<file path="config.mk">
export PLATFORM = sky130hd
export DESIGN_NAME = mwc_ram
export DESIGN_NICKNAME = d
export VERILOG_FILES = /design/src/rtl/core/mwc_ram.sv
export SDC_FILE = /design/constraint.sdc
export NUM_CORES = 1
export LEC_CHECK = 0
export ABC_CLOCK_PERIOD_IN_PS = 1430
export BUFFER_PORTS_ARGS = -buffer_cell sky130_fd_sc_hd__buf_2
export CORE_ASPECT_RATIO = 1.1
export CORE_UTILIZATION = 40
export DETAILED_ROUTE_END_ITERATION = 10
export GPL_ROUTABILITY_DRIVEN = 0
export HOLD_SLACK_MARGIN = 0.08
export MAX_ROUTING_LAYER = met4
export PLACE_DENSITY = 0.69
export SYNTH_ARGS = -nofsm -noshare
export SYNTH_HDL_FRONTEND = slang
export SYNTH_SLANG_ARGS = --single-unit
</file>
<file path="constraint.sdc">
create_clock -name clk -period 1.43 [get_ports clk]
set_input_delay 0.0715 -clock clk [delete_from_list [all_inputs] [get_ports clk]]
set_output_delay 0.0715 -clock clk [all_outputs]
set_load 0.05 [all_outputs]
</file>
<file path="src/rtl/core/mwc_ram.sv">
// ----------------------------------------------------------------------------
// mwc_ram
// Generic RAM: one write port, two read ports, registered read data.
// ----------------------------------------------------------------------------
module mwc_ram #(
  parameter int WIDTH = 8,
  parameter int DEPTH = 16
) (
  input  logic                     clk,
  input  logic                     we,
  input  logic [$clog2(DEPTH)-1:0] waddr,
  input  logic [WIDTH-1:0]         wdata,
  input  logic [$clog2(DEPTH)-1:0] ra_addr,
  input  logic [$clog2(DEPTH)-1:0] rb_addr,
  output logic [WIDTH-1:0]         ra_data,
  output logic [WIDTH-1:0]         rb_data
);

  logic [WIDTH-1:0] mem [DEPTH];

  always_ff @(posedge clk) begin
    if (we) begin
      mem[waddr] <= wdata;
    end
    ra_data <= mem[ra_addr];
    rb_data <= mem[rb_addr];
  end

endmodule

</file>
==> impl_metrics.tcl <==
set metrics [dict create \
    status "finished, final reports clean" \
    first_iter_violations 477 \
    finalHoldViolCount 0 \
    start_kind "flop" \
    core_sq_mm 0.0153 \
    crit_fanout 2 \
    netlist_instances 307 \
    nets 404 \
    cts_tree "yes" \
    synth_top_area_share 0.606 \
    drive_above_1_share 0.354 \
    clk_pin_slew_worst_paths_ns 0.06 \
    power_density_mw_per_mm2 1390 \
    finalNonFillerCells 591 \
    worstMarginPinSlew_ns 1.15 \
    crit_type "flop to flop" \
    slew_headroom 0.232 \
    htree_levels 4 \
    fmax_ghz 0.706 \
    synth_area_leaders "edfxtp_1 61%, mux4_2 12%, mux4_1 12%" \
    grt_max_degree 17 \
    ant_nets 0 \
    grt_pass1_vias 3616 \
    rows 47 \
    clock_sinks 144 \
    clk_latency_ns 0.42 \
    area_growth_pct 20.7 \
    clk_path_buf_depth 2 \
    overflow 0 \
    place_inst 551 \
    num_antenna_cells 0 \
    period_minus_slack_ns 1.42 \
    io_buffers 37 \
    postCtsSetupBuffers 0 \
    leakage_uw 0.00268 \
    yosys_warnings 0 \
    grt_pass1_wl_microns 22500 \
    initial_core_util 0.415 \
    die-area_sq_mm 0.0164 \
    wl_per_cell_microns 26.1 \
    boundaryPins 38 \
    slew_violations 0 \
    finClkSkew_ns 0.0113 \
    ys_seq_elements 144 \
    antenna_found_initial 0 \
    critPathArrivalTime_ns 1.72 \
    drc_errors 0 \
    yosys.area.top_type "edfxtp_1" \
    die_w_microns 122 \
    ys_types 20 \
    cts-root-buf "clkbuf_16" \
    rsz0062_at_grt "yes" \
    rrSetupSlack_ns 0.01 \
    hpwl_microns 9780 \
    synth_area_sq_mm 0.00635 \
    first_pass_iters 4 \
    wl_microns 15400 \
    utilization 0.501 \
    ys_seq_area_frac 0.656 \
    grt_use_total 0.208 \
    peakVddDrop_mv 0.876 \
    post_drt_via_cell_ratio 5.86 \
    layout_common_cells "128 x edfxtp_1, 37 x buf_2, 34 x mux4_2, 28 x a22oi_1, 28 x mux4_1" \
    cts_made_buffers 17 \
    fin_crit_sh 0.991 \
    fp.dieH_microns 134 \
    finalSetupViolations 0 \
    hold_path.class "input port to flop" \
    syn_avg_cell_area_sq_um 20.7 \
    layout_commonest_cell "edfxtp_1" \
    cp_data_required_time_ns 1.73 \
    cap_violations 0 \
    worstSetupEndpointType "flop" \
    synthesis.nets 329 \
    vias 3461 \
]
==> final cells by class <==
| cell class | instances | area, sq um |
|---|---|---|
| clock buffer | 21 | 460 |
| tap | 196 | 245 |
| multi-input combinational | 143 | 2030 |
| clock inverter | 11 | 210 |
| fill | 1231 | 7630 |
| sequential | 144 | 4160 |
| timing repair buffer | 76 | 548 |
==> power by group <==
| part | switching [uW] | internal [uW] | total [uW] |
|---|---|---|---|
| sequential | 45.8 | 4710 | 4750 |
| combinational | 567 | 363 | 930 |
| clock | 1640 | 3350 | 4990 |
| total | 2250 | 8430 | 10700 |
==> sequential cells by signal (all words and copies together) (netlist names) <==
name     count
rb_data      8
ra_data      8
mem        128
==> final timing paths <==
kind               from         end  cells past startpoint
min reg2reg  mem[15][3]  rb_data[3]                      3
min            waddr[0]   mem[0][0]                      3
max           mem[3][7]  rb_data[7]                      3
max reg2reg   mem[3][7]  rb_data[7]                      3
==> worst max-delay path, cell delays in order, from the launching register on <==
cell      delay [ns]
edfxtp_1        0.39
mux4_4          0.62
a22oi_2         0.21
nand2_1         0.08
==> kinds of logic (layout without fill, tap and decap cells) <==
group,Yosys count,count (layout),synth area share
AO/OA/AOI/OAI,32,32,0.0379
buffers and inverters,20,108,0.0272
multiplexers,64,64,0.244
flip-flops,144,144,0.656
AND/OR/NAND/NOR,47,47,0.0343
==> metrics by stage <==
step	setup slack, ns	hold WS (ns)	TNS (ns)	power, uW	cell area, sq um
after CTS	0.000129	0.169	0	10700	7650
final	0.0135	0.192	0	10700	7660
after global routing	-0.0269	0.202	-0.0388	10900	7660
after floorplan	0.0924	0.170	0	5440	6350
after global placement	-0.102	0.444	-0.581	5720	6890
after detailed placement	-0.144	0.457	-1.03	5750	6890
==> repair_timing <==
| item | CTS | global route |
|---|---|---|
| endpoints found under the hold margin | 128 | 0 |
| hold buffers | 8 | 0 |
| endpoints found under the setup margin | 2 | 5 |
| pin swaps | 0 | 3 |
| resized for setup | 2 | 2 |
==> per-layer routing <==
metal  vias up  wire [microns]  track usage
met5         -               0            -
met3        28            1610       0.0531
met2       168            8050        0.328
li1       1494               -            -
met4         0             327       0.0888
met1      1771            5430        0.254
==> synthesized netlist by cell type <==
cell               n
edfxtp_1         128
mux4_2            34
a22oi_1           32
mux4_1            28
nand2_1           17
dfxtp_1           16
nor2_1            14
buf_2              6
buf_6              6
clkdlybuf4s25_2    6
nor3_1             4
and2_1             2
and2b_1            2
buf_4              2
mux4_4             2
nand2b_1           2
nand3b_1           2
nor2b_1            2
nand3_1            1
or3b_2             1
No activity file was read; power rests on OpenSTA's default activity.
