===== src/rtl/core/mwc_pkg.sv =====
// ----------------------------------------------------------------------------
// mwc_pkg
// Shared constants, types and helpers for the rank-sum arrangement counter.
// ----------------------------------------------------------------------------
package mwc_pkg;

  localparam int MAX_SIZE    = 16;
  localparam int HALF_RANGE  = (MAX_SIZE * MAX_SIZE) / 2;
  localparam int ROW_LEN     = HALF_RANGE + 1;
  localparam int TABLE_DEPTH = (MAX_SIZE + 1) * ROW_LEN;
  localparam int ADDR_W      = $clog2(TABLE_DEPTH);

  localparam int STAT_W  = 9;
  localparam int SIZE_W  = 5;
  localparam int COUNT_W = 30;
  localparam int PROD_W  = 2 * SIZE_W;
  localparam int KK_W    = $clog2(HALF_RANGE + 1);
  localparam int ROW_W   = $clog2(MAX_SIZE + 1);

  localparam logic [COUNT_W-1:0] COUNT_MAX = '1;

  typedef enum logic [1:0] {
    ST_IDLE,
    ST_INIT,
    ST_COMPUTE,
    ST_FINISH
  } state_t;

  typedef enum logic [1:0] {
    OP_NONE,
    OP_UPDATE,
    OP_RESULT,
    OP_ZERO
  } op_t;

  // Per-cycle table access issued by the sequencer
  typedef struct packed {
    logic              rd_en;
    logic [ADDR_W-1:0] addr_a;
    logic [ADDR_W-1:0] addr_b;
    logic              use_a;
    op_t               op;
    logic [ADDR_W-1:0] tgt;
    logic              init_we;
    logic [ADDR_W-1:0] init_addr;
    logic              init_one;
  } cmd_t;

  typedef struct packed {
    logic               valid;
    logic [COUNT_W-1:0] count;
  } res_t;

  function automatic logic [ADDR_W-1:0] row_base(input logic [ROW_W-1:0] row);
    return ADDR_W'(int'(row) * ROW_LEN);
  endfunction

  function automatic logic [COUNT_W-1:0] sat_add(input logic [COUNT_W-1:0] a,
                                                 input logic [COUNT_W-1:0] b);
    logic [COUNT_W:0] s;
    s = {1'b0, a} + {1'b0, b};
    return (s > {1'b0, COUNT_MAX}) ? COUNT_MAX : s[COUNT_W-1:0];
  endfunction

endpackage


===== src/rtl/core/mwc_if.sv =====
// ----------------------------------------------------------------------------
// mwc_in_if / mwc_out_if
// Valid/ready channels for queries and counts.
// ----------------------------------------------------------------------------
interface mwc_in_if;
  logic                        valid;
  logic                        ready;
  logic [mwc_pkg::STAT_W-1:0]  stat_value;
  logic [mwc_pkg::SIZE_W-1:0]  size_a;
  logic [mwc_pkg::SIZE_W-1:0]  size_b;

  modport source (output valid, stat_value, size_a, size_b, input ready);
  modport sink   (input valid, stat_value, size_a, size_b, output ready);
endinterface



===== src/rtl/core/mwc_seq.sv =====
// ----------------------------------------------------------------------------
// mwc_seq
// Query decode and table sequencer: folds k, seeds the table, then walks
// part count, part bound and value, issuing one table update per cycle.
// ----------------------------------------------------------------------------
module mwc_seq (
  input  logic          clk,
  input  logic          rst,
  mwc_in_if.sink        query,
  input  logic          out_free,
  output mwc_pkg::cmd_t cmd
);

  mwc_pkg::state_t state, state_next;

  logic [mwc_pkg::KK_W-1:0]  k_q, k_next;
  logic [mwc_pkg::ROW_W-1:0] small_q, small_next;
  logic [mwc_pkg::ROW_W-1:0] big_q, big_next;
  logic                      zero_q, zero_next;
  logic [mwc_pkg::ROW_W-1:0] ii, ii_next;
  logic [mwc_pkg::ROW_W-1:0] jj, jj_next;
  logic [mwc_pkg::KK_W-1:0]  kk, kk_next;

  // Query decode
  logic                       over;
  logic [mwc_pkg::PROD_W-1:0] u, kx, fold;
  logic                       out_range;
  logic [mwc_pkg::ADDR_W-1:0] kk_x, jj_x;

  always_comb begin
    over = (query.size_a > mwc_pkg::SIZE_W'(mwc_pkg::MAX_SIZE)) ||
           (query.size_b > mwc_pkg::SIZE_W'(mwc_pkg::MAX_SIZE));
    u    = mwc_pkg::PROD_W'(query.size_a) * mwc_pkg::PROD_W'(query.size_b);
    kx   = mwc_pkg::PROD_W'(query.stat_value);
    out_range = over || (kx > u);
    // Fold about the centre of the distribution
    fold = (kx > (u >> 1)) ? (u - kx) : kx;
  end

  assign kk_x = mwc_pkg::ADDR_W'(kk);
  assign jj_x = mwc_pkg::ADDR_W'(jj);

  always_ff @(posedge clk) begin
    if (rst) begin
      state <= mwc_pkg::ST_IDLE;
    end else begin
      state <= state_next;
    end
  end

  always_ff @(posedge clk) begin
    k_q     <= k_next;
    small_q <= small_next;
    big_q   <= big_next;
    zero_q  <= zero_next;
    ii      <= ii_next;
    jj      <= jj_next;
    kk      <= kk_next;
  end

  always_comb begin
    state_next  = state;
    k_next      = k_q;
    small_next  = small_q;
    big_next    = big_q;
    zero_next   = zero_q;
    ii_next     = ii;
    jj_next     = jj;
    kk_next     = kk;
    cmd         = '0;
    cmd.op      = mwc_pkg::OP_NONE;
    query.ready = (state == mwc_pkg::ST_IDLE);

    case (state)
      mwc_pkg::ST_IDLE: begin
        if (query.valid) begin
          k_next     = mwc_pkg::KK_W'(fold);
          small_next = mwc_pkg::ROW_W'((query.size_a < query.size_b) ?
                                       query.size_a : query.size_b);
          big_next   = mwc_pkg::ROW_W'((query.size_a < query.size_b) ?
                                       query.size_b : query.size_a);
          zero_next  = out_range;
          jj_next    = '0;
          kk_next    = '0;
          state_next = out_range ? mwc_pkg::ST_FINISH : mwc_pkg::ST_INIT;
        end
      end

      mwc_pkg::ST_INIT: begin
        // Seed rows 0..big: only value zero is reachable with no parts
        cmd.init_we   = 1'b1;
        cmd.init_addr = mwc_pkg::row_base(jj) + kk_x;
        cmd.init_one  = (kk == '0);
        if (kk == k_q) begin
          kk_next = '0;
          if (jj == big_q) begin
            if (small_q == '0) begin
              state_next = mwc_pkg::ST_FINISH;
            end else begin
              state_next = mwc_pkg::ST_COMPUTE;
              ii_next    = mwc_pkg::ROW_W'(1);
              jj_next    = mwc_pkg::ROW_W'(1);
              kk_next    = k_q;
            end
          end else begin
            jj_next = jj + 1'b1;
          end
        end else begin
          kk_next = kk + 1'b1;
        end
      end

      mwc_pkg::ST_COMPUTE: begin
        // Descending value keeps row[kk-jj] at its previous part-count value
        cmd.rd_en  = 1'b1;
        cmd.use_a  = (kk_x >= jj_x);
        cmd.addr_a = cmd.use_a ? (mwc_pkg::row_base(jj) + kk_x - jj_x) : '0;
        cmd.addr_b = mwc_pkg::row_base(mwc_pkg::ROW_W'(jj - 1'b1)) + kk_x;
        cmd.op     = mwc_pkg::OP_UPDATE;
        cmd.tgt    = mwc_pkg::row_base(jj) + kk_x;
        if (kk == '0) begin
          kk_next = k_q;
          if (jj == big_q) begin
            jj_next = mwc_pkg::ROW_W'(1);
            if (ii == small_q) begin
              state_next = mwc_pkg::ST_FINISH;
            end else begin
              ii_next = ii + 1'b1;
            end
          end else begin
            jj_next = jj + 1'b1;
          end
        end else begin
          kk_next = kk - 1'b1;
        end
      end

      mwc_pkg::ST_FINISH: begin
        // Hold until the output register can take the beat
        if (out_free) begin
          cmd.rd_en  = !zero_q;
          cmd.addr_a = zero_q ? '0 : (mwc_pkg::row_base(big_q) +
                                      mwc_pkg::ADDR_W'(k_q));
          cmd.addr_b = '0;
          cmd.op     = zero_q ? mwc_pkg::OP_ZERO : mwc_pkg::OP_RESULT;
          state_next = mwc_pkg::ST_IDLE;
        end
      end

      default: begin
        state_next = mwc_pkg::ST_IDLE;
      end
    endcase
  end

endmodule


===== src/flat_wrapper.sv =====
// flat-port wrapper written by rule: the top's interface ports become plain ports
module mwc_seq_flat 
  (clk, rst, out_free, cmd, query_valid, query_stat_value, query_size_a, query_size_b, query_ready);
  mwc_in_if query_i ();
  input  logic clk;
  input  logic rst;
  input  logic out_free;
  output mwc_pkg::cmd_t cmd;
  input wire logic [$bits(query_i.valid)-1:0] query_valid;
  input wire logic [$bits(query_i.stat_value)-1:0] query_stat_value;
  input wire logic [$bits(query_i.size_a)-1:0] query_size_a;
  input wire logic [$bits(query_i.size_b)-1:0] query_size_b;
  output wire logic [$bits(query_i.ready)-1:0] query_ready;
  assign query_i.valid = query_valid;
  assign query_i.stat_value = query_stat_value;
  assign query_i.size_a = query_size_a;
  assign query_i.size_b = query_size_b;
  assign query_ready = query_i.ready;
  mwc_seq u_core (.clk(clk), .rst(rst), .query(query_i), .out_free(out_free), .cmd(cmd));
endmodule

===== config.mk =====
export PLATFORM = sky130hd
export DESIGN_NAME = mwc_seq_flat
export DESIGN_NICKNAME = d
export VERILOG_FILES = /design/src/rtl/core/mwc_pkg.sv /design/src/rtl/core/mwc_if.sv /design/src/rtl/core/mwc_seq.sv /design/src/flat_wrapper.sv
export SDC_FILE = /design/constraint.sdc
export NUM_CORES = 1
export LEC_CHECK = 0
export ABC_AREA = 1
export BUFFER_PORTS_ARGS = -buffer_cell sky130_fd_sc_hd__buf_4
export CAP_MARGIN = 40
export CORE_UTILIZATION = 40
export DETAILED_ROUTE_END_ITERATION = 10
export SLEW_MARGIN = 20
export SYNTH_ARGS = -nofsm -noshare
export SYNTH_HDL_FRONTEND = slang
export SYNTH_SLANG_ARGS = --single-unit

===== constraint.sdc =====
create_clock -name clk -period 7.3 [get_ports clk]
set_input_delay 1.46 -clock clk [delete_from_list [all_inputs] [get_ports clk]]
set_output_delay 1.46 -clock clk [all_outputs]
set_load 0.1 [all_outputs]

==> results.json <==
{
  "clock_sinks": 39,
  "finalCritPeriodShare_pct": 79.2,
  "r2r_end": "u_core.jj[3]",
  "startpoint_type": "flop",
  "fin_crit_ns": 5.78,
  "cts_tree": "built",
  "drt_pass1_iterations": 6,
  "netlist_area_mm2": 0.00643,
  "grt_pass1_vias": 5591,
  "grt_setup_unrepaired": "no",
  "gp_congestion": 0.936,
  "ys_types": 44,
  "ys_warn_count": 0,
  "crit_type": "flop to output pin",
  "start_util_pct": 41.7,
  "ys_ff_latch": 39,
  "synth_top_area_share_pct": 23.5,
  "synth-main-ff-cell": "edfxtp_1",
  "worst_pin_slew_ns": 0.802,
  "clk_latency_ns": 0.29,
  "endpoint_kind": "output pin",
  "synth_area_leaders": "ha_1 24%, edfxtp_1 17%, nand2_1 12%, inv_1 9.5%, nor2_1 5.1%",
  "die_h_um": 129,
  "setup_viol": 0,
  "hpwl_mm": 13.9,
  "postRouteAntennaNets": 0,
  "maxCapViolations": 0,
  "max_freq_mhz": 173,
  "boundaryPins": 78,
  "rr_startpoint": "u_core.state[0]",
  "num-nets-final": 1140,
  "diodes": 0,
  "synthToLayoutAreaGrowth_pct": 15.1,
  "mostFrequentLayoutCell": "nand2_1",
  "synth_top_cell_by_area": "ha_1",
  "status": "completed",
  "core_area_mm2": 0.0154,
  "die_w_um": 129,
  "fin_skew_ns": 0.00688,
  "drv_slew": 0,
  "fp-row-count": 45,
  "grt_pass1_wl_mm": 26.8,
  "syn-num-nets": 1069,
  "io_buffers": 77,
  "overflow": 0,
  "postSynthAreaPerCell_um2": 7.06,
  "die-area_mm2": 0.0166,
  "path_max_fanout": 8,
  "htree_levels": 2,
  "cts_root_buf": "clkbuf_16",
  "postCtsHoldBufs": 0,
  "cp-startpoint": "u_core.jj[2]",
  "hold_path.class": "flop to flop",
  "yosysSeqAreaShare_pct": 17.9,
  "slew_headroom_pct": 46.5,
  "cts_buffer_depth": 2,
  "post_drt_wl_per_cell_um": 14.1,
  "clkSlewWorstSetupHoldPaths_ns": 0.06,
  "cts_resized": 0,
  "synth_edf_count": 37,
  "antenna_found_initial": 0,
  "ff2ff_setup_slack_ns": 4.50,
  "crit_required_ns": 5.84,
  "drt_iter0_markers": 285,
  "grt_max_degree": 22,
  "timing_hold_violations_final": 0,
  "cts_setup_buffers": 0,
  "cts_buffers": 5,
  "drive_above_1_share_pct": 11.7,
  "min_from": "u_core.state[0]",
  "post-route-util_pct": 48.0,
  "track_usage_pct": 20.7,
  "vias_per_cell": 5.03,
  "wl_mm": 16.8,
  "drc": 0,
  "synthArstFlopShare_pct": 0,
  "num_vias": 6001,
  "cp.arrival_ns": 4.32,
  "r2r_cells": 7,
  "syn-instance-count": 911,
  "crit_end": "cmd[50]",
  "fin_tns_setup_ns": 0,
  "final_cell_mix": "205 x nand2_1, 163 x inv_1, 121 x ha_1, 87 x nor2_1, 78 x buf_4"
}
-- worst min path at each step --
| stage | slack [ns] | cells past startpoint | end |
|---|---|---|---|
| after detailed placement | 0.50 | 2 | u_core.state[0] |
| after floorplan | 0.47 | 2 | u_core.state[0] |
| after CTS | 0.51 | 2 | u_core.state[0] |
| after global placement | 0.49 | 2 | u_core.state[0] |
| after global routing | 0.54 | 2 | u_core.state[0] |
| final | 0.51 | 2 | u_core.state[0] |
-- cells in the mapped netlist (4+ instances only) --
cell type,n
xnor2_1,11
o211ai_1,5
nand3_1,50
nor4_1,4
nand4_1,13
nor3_1,6
o22ai_1,7
inv_1,163
nor2_2,5
o21ai_0,37
nand3b_1,5
edfxtp_1,37
a21oi_1,52
ha_1,121
fa_1,14
nor2_1,87
inv_2,5
nand2_1,205
xor2_1,33
clkbuf_1,11
-- flip-flops by register name, indices dropped and copies added (netlist names) --
register        flops
u_core.jj           5
u_core.ii           5
u_core.kk           8
u_core.state        2
u_core.big_q        5
u_core.k_q          8
u_core.small_q      5
u_core.zero_q       1
-- area by class of cell --
class	instances	area, µm²
clock buffer	5	125
tap	211	264
inverter	168	631
sequential	39	1150
multi-input combinational	689	4590
fill	1609	8020
clock inverter	3	43.8
timing repair buffer	79	601
-- cells by family after synthesis --
logic type | count (synthesis) | share of synthesized area [%]
fa+ha+maj | 135 | 27.9
flops | 39 | 17.9
buf+inv | 183 | 10.7
simple gates | 387 | 26.1
xor+xnor | 48 | 7.00
compound gates | 119 | 10.4
-- layer usage --
layer / track usage, % / vias to the layer above / share of wire [%] / wire length, µm
li1: - / 3083 / - / -
met1: 25.0 / 2746 / 45 / 7580
met2: 38.2 / 149 / 49 / 8290
met3: 2.12 / 23 / 3.6 / 604
met4: 6.44 / 0 / 1.9 / 315
met5: 0 / - / 0 / 0
-- stage by stage --
step           area (µm²)  std cells  hold slack (ns)  setup slack (ns)
4_1_cts              7390       1193            0.509              1.54
3_5_place_dp         7220       1185            0.499              1.57
5_1_grt              7400       1194            0.542              1.29
6_report             7400       1194            0.507              1.52
3_3_place_gp         7210       1184            0.492              1.65
2_1_floorplan        6430        911            0.468              1.23
-- worst max-delay path, cell delays in order, from the launching register on --
cell,delay [ns]
edfxtp_1,0.56
inv_1,0.16
ha_1,0.31
inv_1,0.05
ha_1,0.27
ha_1,0.21
inv_1,0.07
fa_1,0.42
xnor2_1,0.27
ha_1,0.32
a21oi_1,0.17
o21ai_0,0.10
a21oi_1,0.23
nand3_2,0.14
nor2_2,0.12
nand2_1,0.08
xor2_1,0.16
o22ai_2,0.08
buf_4,0.31
Power is left out: the tool's default activity adds up to more than one toggle a clock period on the data nets, which glitch-free logic cannot reach.
