### src/rtl/core/mwc_pkg.sv
// ----------------------------------------------------------------------------
// mwc_pkg
// Shared constants, types and helpers for the rank-sum arrangement counter.
// ----------------------------------------------------------------------------
package mwc_pkg;

  localparam int MAX_SIZE    = 16;
  localparam int HALF_RANGE  = (MAX_SIZE * MAX_SIZE) / 2;
  localparam int ROW_LEN     = HALF_RANGE + 1;
  localparam int TABLE_DEPTH = (MAX_SIZE + 1) * ROW_LEN;
  localparam int ADDR_W      = $clog2(TABLE_DEPTH);

  localparam int STAT_W  = 9;
  localparam int SIZE_W  = 5;
  localparam int COUNT_W = 30;
  localparam int PROD_W  = 2 * SIZE_W;
  localparam int KK_W    = $clog2(HALF_RANGE + 1);
  localparam int ROW_W   = $clog2(MAX_SIZE + 1);

  localparam logic [COUNT_W-1:0] COUNT_MAX = '1;

  typedef enum logic [1:0] {
    ST_IDLE,
    ST_INIT,
    ST_COMPUTE,
    ST_FINISH
  } state_t;

  typedef enum logic [1:0] {
    OP_NONE,
    OP_UPDATE,
    OP_RESULT,
    OP_ZERO
  } op_t;

  // Per-cycle table access issued by the sequencer
  typedef struct packed {
    logic              rd_en;
    logic [ADDR_W-1:0] addr_a;
    logic [ADDR_W-1:0] addr_b;
    logic              use_a;
    op_t               op;
    logic [ADDR_W-1:0] tgt;
    logic              init_we;
    logic [ADDR_W-1:0] init_addr;
    logic              init_one;
  } cmd_t;

  typedef struct packed {
    logic               valid;
    logic [COUNT_W-1:0] count;
  } res_t;

  function automatic logic [ADDR_W-1:0] row_base(input logic [ROW_W-1:0] row);
    return ADDR_W'(int'(row) * ROW_LEN);
  endfunction

  function automatic logic [COUNT_W-1:0] sat_add(input logic [COUNT_W-1:0] a,
                                                 input logic [COUNT_W-1:0] b);
    logic [COUNT_W:0] s;
    s = {1'b0, a} + {1'b0, b};
    return (s > {1'b0, COUNT_MAX}) ? COUNT_MAX : s[COUNT_W-1:0];
  endfunction

endpackage

### src/rtl/core/mwc_upd.sv
// ----------------------------------------------------------------------------
// mwc_upd
// Read-modify-write unit: takes the table read data, forwards a write that
// lands on a just-read entry, adds with saturation and writes back.
// ----------------------------------------------------------------------------
module mwc_upd (
  input  logic                        clk,
  input  logic                        rst,
  input  mwc_pkg::cmd_t               cmd,
  input  logic [mwc_pkg::COUNT_W-1:0] ra_data,
  input  logic [mwc_pkg::COUNT_W-1:0] rb_data,
  output logic                        wr_en,
  output logic [mwc_pkg::ADDR_W-1:0]  wr_addr,
  output logic [mwc_pkg::COUNT_W-1:0] wr_data,
  output mwc_pkg::res_t               res
);

  mwc_pkg::op_t               op_q;
  logic [mwc_pkg::ADDR_W-1:0] tgt_q;
  logic                       use_a_q;
  logic                       hit_a_q, hit_b_q;
  logic [mwc_pkg::COUNT_W-1:0] fwd_q;
  logic [mwc_pkg::COUNT_W-1:0] a, b;

  always_ff @(posedge clk) begin
    if (rst) begin
      op_q <= mwc_pkg::OP_NONE;
    end else begin
      op_q <= cmd.op;
    end
  end

  // A read that meets a write to the same entry saw the old word: keep the new
  always_ff @(posedge clk) begin
    tgt_q   <= cmd.tgt;
    use_a_q <= cmd.use_a;
    hit_a_q <= cmd.rd_en && wr_en && (cmd.addr_a == wr_addr);
    hit_b_q <= cmd.rd_en && wr_en && (cmd.addr_b == wr_addr);
    fwd_q   <= wr_data;
  end

  assign a = hit_a_q ? fwd_q : ra_data;
  assign b = hit_b_q ? fwd_q : rb_data;

  always_comb begin
    if (op_q == mwc_pkg::OP_UPDATE) begin
      wr_en   = 1'b1;
      wr_addr = tgt_q;
      wr_data = use_a_q ? mwc_pkg::sat_add(a, b) : b;
    end else begin
      wr_en   = cmd.init_we;
      wr_addr = cmd.init_addr;
      wr_data = mwc_pkg::COUNT_W'(cmd.init_one);
    end
  end

  always_comb begin
    res.valid = (op_q == mwc_pkg::OP_RESULT) || (op_q == mwc_pkg::OP_ZERO);
    res.count = (op_q == mwc_pkg::OP_RESULT) ? a : '0;
  end

endmodule

### config.mk
export PLATFORM = sky130hd
export DESIGN_NAME = mwc_upd
export DESIGN_NICKNAME = d
export VERILOG_FILES = /design/src/rtl/core/mwc_pkg.sv /design/src/rtl/core/mwc_upd.sv
export SDC_FILE = /design/constraint.sdc
export NUM_CORES = 1
export LEC_CHECK = 0
export ABC_CLOCK_PERIOD_IN_PS = 8500
export BUFFER_PORTS_ARGS = -buffer_cell sky130_fd_sc_hd__clkbuf_2
export CAP_MARGIN = 20
export CORE_ASPECT_RATIO = 0.6
export CORE_UTILIZATION = 53
export DETAILED_ROUTE_END_ITERATION = 6
export PLACE_DENSITY = 0.88
export SKIP_CTS_REPAIR_TIMING = 1
export SLEW_MARGIN = 5
export SYNTH_ARGS = -nofsm -noshare
export SYNTH_HDL_FRONTEND = slang
export SYNTH_SLANG_ARGS = --single-unit
### constraint.sdc
create_clock -name clk -period 8.5 [get_ports clk]
set_clock_uncertainty 0.05 [all_clocks]
set_input_delay 0.85 -clock clk [delete_from_list [all_inputs] [get_ports clk]]
set_output_delay 0.85 -clock clk [all_outputs]
set_load 0.01 [all_outputs]
==> flow_summary.ini, run 1 <==
[global_route]
grt_max_degree = 44
grt_pass1_vias = 4297
overflow = 0
grt_pass1_wl_mm = 21.36
track_usage = 0.3183
antenna_found_initial = 0

[sta]
relSlewSlack = 0.2944
finalMaxSlewViolations = 0
fin_setup_tns_ps = 0
max_freq_mhz = 202.4
finalHoldViolCount = 0
setup_violations = 0
fin_hold_ws_ps = 603.1
fin_ws_ps = 3560
worst_pin_slew_ps = 1057
rsz0062_at_grt = no
post-route-min-period_ps = 4940
min_period_over_period = 0.5812

[route]
drcViolationCount = 0
via_per_inst = 5.591
wl_per_cell_um = 16.87
wl_mm = 13.28
first_pass_iters = 5
drtIter0Drc = 316
ant_nets = 0
vias = 4400

[floorplanning]
pin_count = 190
die_height_um = 71.85
start_util = 0.5467
num_rows = 25
coreArea_mm2 = 0.007883
die_x_um = 118.4
die_area_mm2 = 0.008507

[logic_synthesis]
ys.flop_type = dfxtp_1
syn_avg_cell_area_um2 = 8.533
ys_ff_latch = 47
synth_fp_nets = 652
synth-warning-count = 0
synth_cells = 505
synth.distinct_cells = 56
synth_edf_count = 0
ys_seq_area_frac = 0.2184
synth_area_mm2 = 0.004309
ys_async_sr_fraction = 0

[finish]
diodes = 0
drive_gt1_frac = 0.4006
nets = 825
syn_to_final_growth_pct = 26.13

[power]
p_comb_frac = 0.374
p_sw_frac = 0.3460
p_clk_frac = 0.282
p_seq_frac = 0.344
ir_worst_vdd_mv = 0.06823
p_leak_nw = 2.552
p_int_uw = 457.1
powerDensity_mw_per_mm2 = 128.6
p_sw_uw = 241.8

[clocking]
clk_pin_slew_ps = 70
clock_latency_ps = 290
clockBufferDepth = 2
clkSinkCount = 47
htree_num_levels = 2
cts_buffers = 5
root_buffer = clkbuf_16
cts_tree = yes

[critical_path]
crit_arrival_ps = 4040
max_stage_delay_ps = 500
critPathCaptureType = output port
crit_top_cell = buf_4
crit_path_cell_trace = buf_4 > mux2_2 > ha_1 > inv_1 > fa_1 > nor2b_1 > o31ai_2 > a211o_1 > nand2_1 > o21a_1 > a211oi_4 > buf_4 > a21oi_1 > clkbuf_2
worstPathMaxFanout = 30
cp.required_ps = 7600
cp-start-kind = register
crit_path_top_delay_cell = a211oi_4
critPathKind = register to output port

[min_path]
hold_class = input port to register

[outcome]
run_status = complete, no violations

[placed_design]
io_buffers = 189
gp_congestion = 0.9444
dpl.hpwl_mm = 10.39
place_ws_ps = 3894

[flow_run]
maxCapViolCount = 0
## stage by stage
stage | std cells | area, µm² | power, mW | utilization
floorplan | 505 | 4309 | 0.4180 | -
global placement | 778 | 5274 | 0.4938 | 0.6690
detailed placement | 778 | 5274 | 0.4993 | 0.6690
CTS | 786 | 5415 | 0.7004 | 0.6870
global route | 787 | 5435 | 0.7415 | 0.6895
finish | 787 | 5435 | 0.6989 | 0.6895
## worst max-delay path: cells and delay by family (launching register included)
family | cells | cell delay (ps)
AOI/OAI and AO/OA | 5 | 1420
adders and majority gates | 2 | 420
buffers and inverters | 4 | 1000
DFF | 1 | 310
muxes | 1 | 400
and+or+nand+nor | 2 | 170
## synth_stat cells (3+ instances only)
library cell  count  share of area
xnor2_1          23          0.047
a31oi_1           5         0.0073
nand2b_1          5         0.0073
dfxtp_1          47           0.22
clkbuf_1         18          0.016
o211ai_1          3         0.0052
nor4_1            4         0.0058
buf_2             3         0.0035
mux2i_1          13          0.030
inv_1            20          0.017
xor2_1           28          0.057
a21o_1            8          0.014
o21ai_0          46          0.053
nor2b_1          35          0.051
nand4_1           7          0.010
a21oi_1          53          0.062
o21a_1            5         0.0087
ha_1             30          0.087
mux2_2           59           0.15
nand3_1           6         0.0070
nand2_1          25          0.022
a211oi_1          5         0.0087
a41oi_1           3         0.0061
nor2_1           16          0.014
## layout by cell type, fill, tap and decap left out, types with 16 or more instances in the layout
| master | n |
|---|---|
| dfxtp_1 | 47 |
| clkbuf_2 | 189 |
| xnor2_1 | 23 |
| mux2_2 | 59 |
| nor2b_1 | 34 |
| inv_1 | 20 |
| o21ai_0 | 46 |
| nor2_1 | 16 |
| ha_1 | 30 |
| nand2_1 | 25 |
| a21oi_1 | 53 |
| xor2_1 | 28 |
## worst paths after layout
| path | slack (ps) | from | cells past startpoint | to |
|---|---|---|---|---|
| max reg2reg | 4720 | hit_a_q | 13 | fwd_q[19] |
| max | 3560 | hit_a_q | 14 | wr_data[26] |
| min reg2reg | 640 | tgt_q[4] | 3 | hit_b_q |
| min | 600 | cmd[15] | 1 | tgt_q[1] |
## layout make-up
type / instances / area (µm²)
inverters: 20 / 75.07
clock buffers: 6 / 128.9
flip-flops and latches: 47 / 940.9
multi-input cells: 410 / 3147
repair buffers: 194 / 996.0
clock inverters: 2 / 12.51
well taps: 108 / 135.1
fillers: 692 / 2447
## per-layer routing
metal,wire [µm],vias to the layer above,track usage
li1,-,2158,-
met1,6335,2037,0.4409
met2,5813,187,0.5105
met3,977,18,0.06369
met4,152,0,0.07736
met5,0,-,0
## sequential cells by signal, indices dropped and copies added (netlist names)
signal and cells:
fwd_q 30, hit_a_q 1, hit_b_q 1, op_q 2
tgt_q 12, use_a_q 1
## logic make-up (layout without fill, tap and decap cells)
| kind of cell | count (synthesis) | count (layout) | share of synthesized area |
|---|---|---|---|
| compound gates | 147 | 147 | 0.2131 |
| fa+ha+maj | 31 | 31 | 0.09175 |
| flops | 47 | 47 | 0.2184 |
| buf+inv | 48 | 222 | 0.05313 |
| xor+xnor | 51 | 51 | 0.1037 |
| mux | 72 | 72 | 0.1844 |
| simple gates | 109 | 109 | 0.1356 |
## power by group through the flow
stage	registers [mW]	clock network (mW)	logic, mW
3_3_place_gp	0.244	0	0.250
4_1_cts	0.240	0.204	0.257
6_report	0.240	0.197	0.262
3_5_place_dp	0.245	0	0.254
2_1_floorplan	0.241	0	0.177
5_1_grt	0.241	0.214	0.286
Note: power is estimated with default switching activity, not from simulation.
==> inputs of run 2 (changes only) <==
--- a/config.mk
+++ b/config.mk
@@ -5,13 +5,14 @@
 export SDC_FILE = /design/constraint.sdc
 export NUM_CORES = 1
 export LEC_CHECK = 0
-export ABC_CLOCK_PERIOD_IN_PS = 8500
+export ABC_AREA = 1
+export ABC_CLOCK_PERIOD_IN_PS = 5130
 export BUFFER_PORTS_ARGS = -buffer_cell sky130_fd_sc_hd__clkbuf_2
 export CAP_MARGIN = 20
 export CORE_ASPECT_RATIO = 0.6
-export CORE_UTILIZATION = 53
+export CORE_UTILIZATION = 51
 export DETAILED_ROUTE_END_ITERATION = 6
-export PLACE_DENSITY = 0.88
+export PLACE_DENSITY = 0.82
 export SKIP_CTS_REPAIR_TIMING = 1
 export SLEW_MARGIN = 5
 export SYNTH_ARGS = -nofsm -noshare
==> constraint.sdc (replaced) <==
create_clock -name clk -period 5.13 [get_ports clk]
set_clock_uncertainty 0.05 [all_clocks]
set_input_delay 0.513 -clock clk [delete_from_list [all_inputs] [get_ports clk]]
set_output_delay 0.513 -clock clk [all_outputs]
set_load 0.01 [all_outputs]
==> flow_summary.ini, run 2 <==
[logic_synthesis]
ys_ff_latch = 47
ys_seq_area_frac = 0.1800
synth.distinct_cells = 40
ys_async_sr_fraction = 0
synth.most_common_cell = nand2_1
syn_avg_cell_area_um2 = 5.367
synth_top_area_frac = 0.3224
synthTopCellsByCount = nand2_1, inv_1, nor2_1, a21oi_1, dfxtp_1
synth.area.top_cells = nand2_1, dfxtp_1, inv_1, ha_1, a21oi_1
synth_cells = 974
synth_edf_count = 0
ys.flop_type = dfxtp_1
synth_area_mm2 = 0.005228
synth-warning-count = 0
synth_fp_nets = 1121
yosysTopAreaCell = nand2_1

[sta]
finalHoldViolCount = 0
relSlewSlack = 0.5292
rsz0062_at_grt = no
min_period_over_period = 0.7633
fin_hold_ws_ps = 265.2
setup_violations = 0
finalMaxSlewViolations = 0
worst_pin_slew_ps = 706.2
max_freq_mhz = 255.4
post-route-min-period_ps = 3916
fin_setup_tns_ps = 0

[power]
p_int_uw = 812.4
ir_worst_vdd_mv = 0.1428
p_sw_uw = 475.7
powerDensity_mw_per_mm2 = 200.1
p_sw_frac = 0.3693
p_comb_frac = 0.390
p_clk_frac = 0.305
p_seq_frac = 0.305
p_leak_nw = 4.052

[placed_design]
io_buffers = 189
dpl.hpwl_mm = 13.19
gp_congestion = 0.9927

[floorplanning]
die_area_mm2 = 0.01067
pin_count = 190
num_rows = 28
die_x_um = 132.7
start_util = 0.5273
die_height_um = 80.42
coreArea_mm2 = 0.009915

[flow_run]
maxCapViolCount = 0

[global_route]
overflow = 0
grtUsageMet2 = 0.4532
grt.met1_usage = 0.4992
track_usage = 0.3180
grt_pass1_vias = 5404
met3_usage = 0.04293
grt_pass1_wl_mm = 26.71
top_usage_layer = met1
grt_max_degree = 38
antenna_found_initial = 0

[min_path]
hold_class = input port to register

[route]
ant_nets = 0
drcViolationCount = 0
wl_mm = 16.58
drtIter0Drc = 510
wl_per_cell_um = 12.90
via_per_inst = 4.975
first_pass_iters = 5
vias = 6393

[critical_path]
crit_arrival_ps = 3350
crit_path_cell_trace = inv_1 > buf_4 > nand2_1 > nand2_1 > ha_1 > inv_1 > fa_1 > inv_1 > nand2_1 > nand3_2 > nand2_2 > nand2_4 > nand3_4 > nand2_4 > inv_4 > nand2_1 > nand3_1 > inv_1 > clkbuf_2
regToRegSetupSlack_ps = 2090
crit_path_top_delay_cell = fa_1
worstPathMaxFanout = 23
critical_path_buf_inv_count = 7
critPathCaptureType = output port
max_stage_delay_ps = 400
cp-start-kind = register
critical-path-top-delay-family = buffers and inverters
critPathKind = register to output port
cp.required_ps = 4570

[finish]
largestRegisters = fwd_q: 30 flops, tgt_q: 12 flops, op_q: 2 flops
regMostFlops = fwd_q
largest_register_ffs = 30
nets = 1296
final_cell_mix = nand2_1, clkbuf_2, inv_1
drive_gt1_frac = 0.2070
diodes = 0
final_common_cell = nand2_1
syn_to_final_growth_pct = 23.14

[clocking]
clock_latency_ps = 300
htree_num_levels = 2
root_buffer = clkbuf_16
clkSinkCount = 47
clk_pin_slew_ps = 70
cts_tree = yes
clockBufferDepth = 2
cts_buffers = 5

[outcome]
run_status = complete, no violations
## run 2: cell types whose count changed after synthesis, moves of 13 or more
cell	before	now
mux2_2	59	0
inv_1	20	150
nor2_1	16	60
nand2_1	25	449
nor2b_1	35	0
mux2i_1	13	0
nand3_1	6	33
xor2_1	28	10
## run 2: area by class of cell
class                           instances  area (µm²)
Timing Repair Buffer                  194       991.0
Sequential cell                        47       940.9
Clock inverter                          2       35.03
Inverter                              156       589.3
Clock buffer                            6       138.9
Multi-Input combinational cell        745        3573
Tap cell                              135       168.9
Fill cell                            1044        3477
## run 2: logic make-up (layout without fill, tap and decap cells)
group | count (synthesis) | after routing | share of synthesized area
adder cells (fa/ha/maj) | 31 | 31 | 0.07563
AND/OR/NAND/NOR | 570 | 570 | 0.4378
flip-flops | 47 | 47 | 0.1800
XOR/XNOR | 22 | 22 | 0.03686
buffers and inverters | 182 | 358 | 0.1364
AO/OA/AOI/OAI | 122 | 122 | 0.1333
## run 2: power groups by stage
| stage | clock network, mW | registers [mW] | logic (mW) |
|---|---|---|---|
| 2_1_floorplan | 0 | 0.400 | 0.338 |
| 4_1_cts | 0.399 | 0.393 | 0.493 |
| 3_3_place_gp | 0 | 0.401 | 0.486 |
| 6_report | 0.393 | 0.393 | 0.502 |
| 5_1_grt | 0.415 | 0.395 | 0.563 |
| 3_5_place_dp | 0 | 0.401 | 0.490 |
## run 2: path summary, 6_finish.rpt
path / from / endpoint / depth (start not counted)
hold reg to reg: fwd_q[24] / fwd_q[24] / 4
setup / recovery: hit_a_q / wr_data[1] / 19
setup reg to reg: hit_a_q / fwd_q[28] / 17
hold / removal: cmd[28] / use_a_q / 1
## run 2: worst reg2reg max path, stage by stage, from the launching register on
cell and delay, ps:
dfxtp_1 320, inv_1 290, buf_4 360, nand2_1 120, nand2_1 90, ha_1 190
inv_1 60, fa_1 400, inv_1 90, nand3_1 60, nand3_1 150, nand3_1 90
nand3_1 190, nand2_1 150, nand3_1 110, nand2_1 50, nor2_1 120, nor2_1 60
## run 2: per-layer routing
metal	share of wire	up-vias
met1	0.54	2779
met4	0.0073	0
met5	0	-
met2	0.37	278
met3	0.087	8
li1	-	3328
## run 2: through the flow
stage	instances	setup WS, ps	utilization	total power [mW]	cell area [µm²]
2_1_floorplan	974	2229	-	0.7380	5228
3_3_place_gp	1276	1491	0.6302	0.8868	6248
3_5_place_dp	1276	1403	0.6302	0.8915	6248
4_1_cts	1284	1074	0.6478	1.286	6422
5_1_grt	1285	906.5	0.6493	1.372	6437
6_report	1285	1214	0.6493	1.288	6437
==> inputs of run 3 (changes only) <==
--- a/config.mk
+++ b/config.mk
@@ -6,13 +6,13 @@
 export NUM_CORES = 1
 export LEC_CHECK = 0
 export ABC_AREA = 1
-export ABC_CLOCK_PERIOD_IN_PS = 5130
+export ABC_CLOCK_PERIOD_IN_PS = 3300
 export BUFFER_PORTS_ARGS = -buffer_cell sky130_fd_sc_hd__clkbuf_2
 export CAP_MARGIN = 20
 export CORE_ASPECT_RATIO = 0.6
-export CORE_UTILIZATION = 51
+export CORE_UTILIZATION = 46
 export DETAILED_ROUTE_END_ITERATION = 6
-export PLACE_DENSITY = 0.82
+export PLACE_DENSITY = 0.78
 export SKIP_CTS_REPAIR_TIMING = 1
 export SLEW_MARGIN = 5
 export SYNTH_ARGS = -nofsm -noshare
==> constraint.sdc (replaced) <==
create_clock -name clk -period 3.3 [get_ports clk]
set_clock_uncertainty 0.05 [all_clocks]
set_input_delay 0.33 -clock clk [delete_from_list [all_inputs] [get_ports clk]]
set_output_delay 0.33 -clock clk [all_outputs]
set_load 0.01 [all_outputs]
==> flow_summary.ini, run 3 (synthesis gave the netlist of run 2 again) <==
[outcome]
run_status = complete, no violations

[global_route]
track_usage = 0.3063
grt_pass1_vias = 5632
grt_max_degree = 38
overflow = 0
antenna_found_initial = 0
grt_pass1_wl_mm = 28.60

[critical_path]
crit_arrival_ps = 2830
cp.required_ps = 2920
rr_endpoint = fwd_q[11]
crit_path_top_delay_cell = dfxtp_4
worstPathMaxFanout = 11
critPathCaptureType = output port
crit_path_cell_trace = inv_4 > buf_4 > nand2_1 > nand2_1 > ha_1 > nand2_1 > nor2_2 > nand3_1 > nand3b_1 > nand2_1 > nand2_1 > nand2_1 > nand2_1 > nor2_1 > nor2_1 > clkbuf_2
critical-path-top-delay-family = simple AND/OR/NAND/NOR gates
cp-start-kind = register
regToRegStartpoint = hit_a_q
crit_top_cell = nand2_1
r2r_cells = 12
max_stage_delay_ps = 400
critPathKind = register to output port
regToRegSetupSlack_ps = 770
critical_path_buf_inv_count = 3

[finish]
regMostFlops = fwd_q
final_common_cell = nand2_1
diodes = 0
drive_gt1_frac = 0.2547
largest_register_ffs = 30
syn_to_final_growth_pct = 30.80
layoutNonFillerInstCount = 1301
largestRegisters = fwd_q: 30 flops, tgt_q: 12 flops, op_q: 2 flops
nets = 1309
final_cell_mix = nand2_1, clkbuf_2, inv_1

[clocking]
cts_buffers = 5
htree_num_levels = 2
clock_latency_ps = 300
root_buffer = clkbuf_16
clkSinkCount = 47
cts_tree = yes
clk_pin_slew_ps = 70
clockBufferDepth = 2

[sta]
finalHoldViolCount = 0
min_period_over_period = 0.9725
finalMaxSlewViolations = 0
post-route-min-period_ps = 3209
relSlewSlack = 0.4623
worst_pin_slew_ps = 798.2
setup_violations = 0
max_freq_mhz = 311.6
fin_hold_ws_ps = 74.72
rsz0062_at_grt = yes
fin_ws_ps = 90.69

[floorplanning]
die_height_um = 84.58
start_util = 0.4835
num_rows = 29
die_area_mm2 = 0.01181
coreArea_mm2 = 0.01081
die_x_um = 139.6
pin_count = 190

[placed_design]
io_buffers = 189
place_ws_ps = 120.8
dp_cells = 1287
gp_congestion = 0.9947
dpl.hpwl_mm = 14.41

[route]
drcViolationCount = 0
first_pass_iters = 5
via_per_inst = 4.992
wl_mm = 18.34
wl_per_cell_um = 14.09
vias = 6494
ant_nets = 0
drtIter0Drc = 553

[min_path]
hold_depth = 1
hold_class = input port to register
min_from = cmd[28]
hold_end = use_a_q

[power]
p_clk_frac = 0.286
p_seq_frac = 0.298
powerDensity_mw_per_mm2 = 299.8
p_sw_frac = 0.3792
p_int_mw = 1.273
p_comb_frac = 0.416
p_leak_nw = 4.124
ir_worst_vdd_mv = 0.2680
p_sw_uw = 777.3

[flow_run]
maxCapViolCount = 0
[run 3: cell count changes in the layout (fill, tap and decap cells not counted), sizes merged]
cell	change
buf	+13
clkinv	-1
[run 3: worst reg2reg max path: cells and delay by family, from the launching register on]
family / cells / cell delay, ps
AND/OR/NAND/NOR: 6 / 800
flip-flops: 1 / 400
buffers and inverters: 3 / 300
adder cells (fa/ha/maj): 1 / 360
XOR/XNOR: 1 / 370
AO/OA/AOI/OAI: 1 / 130
[run 3: final cells by class]
type | instances | area (µm²)
flip-flops and latches | 47 | 945.9
well taps | 139 | 173.9
clock buffers | 6 | 128.9
clock inverters | 1 | 30.03
fillers | 1043 | 3975
multi-input cells | 745 | 3832
repair buffers | 207 | 1130
inverters | 156 | 596.8
[run 3: power groups by stage]
| stage | Clock, mW | Sequential, mW | Combinational, mW |
|---|---|---|---|
| floorplan | 0 | 0.622 | 0.525 |
| global placement | 0 | 0.624 | 0.768 |
| detailed placement | 0 | 0.625 | 0.770 |
| CTS | 0.592 | 0.612 | 0.776 |
| global route | 0.627 | 0.614 | 0.945 |
| finish | 0.586 | 0.611 | 0.853 |
[run 3: through the flow]
step                setup TNS, ps  total power [mW]  area (µm²)  utilization
finish                          0             2.050        6838       0.6324
global route               -259.8             2.187        6838       0.6324
CTS                         -2487             1.980        6465       0.5979
detailed placement              0             1.395        6306       0.5832
global placement                0             1.392        6306       0.5832
floorplan                       0             1.147        5228            -
[run 3: how the worst max path moves through the flow]
stage / start / to / depth (start not counted)
finish: hit_a_q / wr_data[27] / 16
global route: hit_a_q / wr_data[1] / 19
global placement: hit_a_q / wr_data[28] / 19
floorplan: hit_a_q / wr_data[3] / 19
detailed placement: hit_a_q / wr_data[28] / 19
CTS: hit_a_q / wr_data[28] / 19
[run 3: routing by layer]
| layer | GRT usage | up-vias | part of all wire |
|---|---|---|---|
| met1 | 0.4800 | 2804 | 0.51 |
| li1 | - | 3353 | - |
| met5 | 0 | - | 0 |
| met4 | 0.05195 | 0 | 0.0076 |
| met3 | 0.07131 | 14 | 0.11 |
| met2 | 0.4157 | 323 | 0.36 |
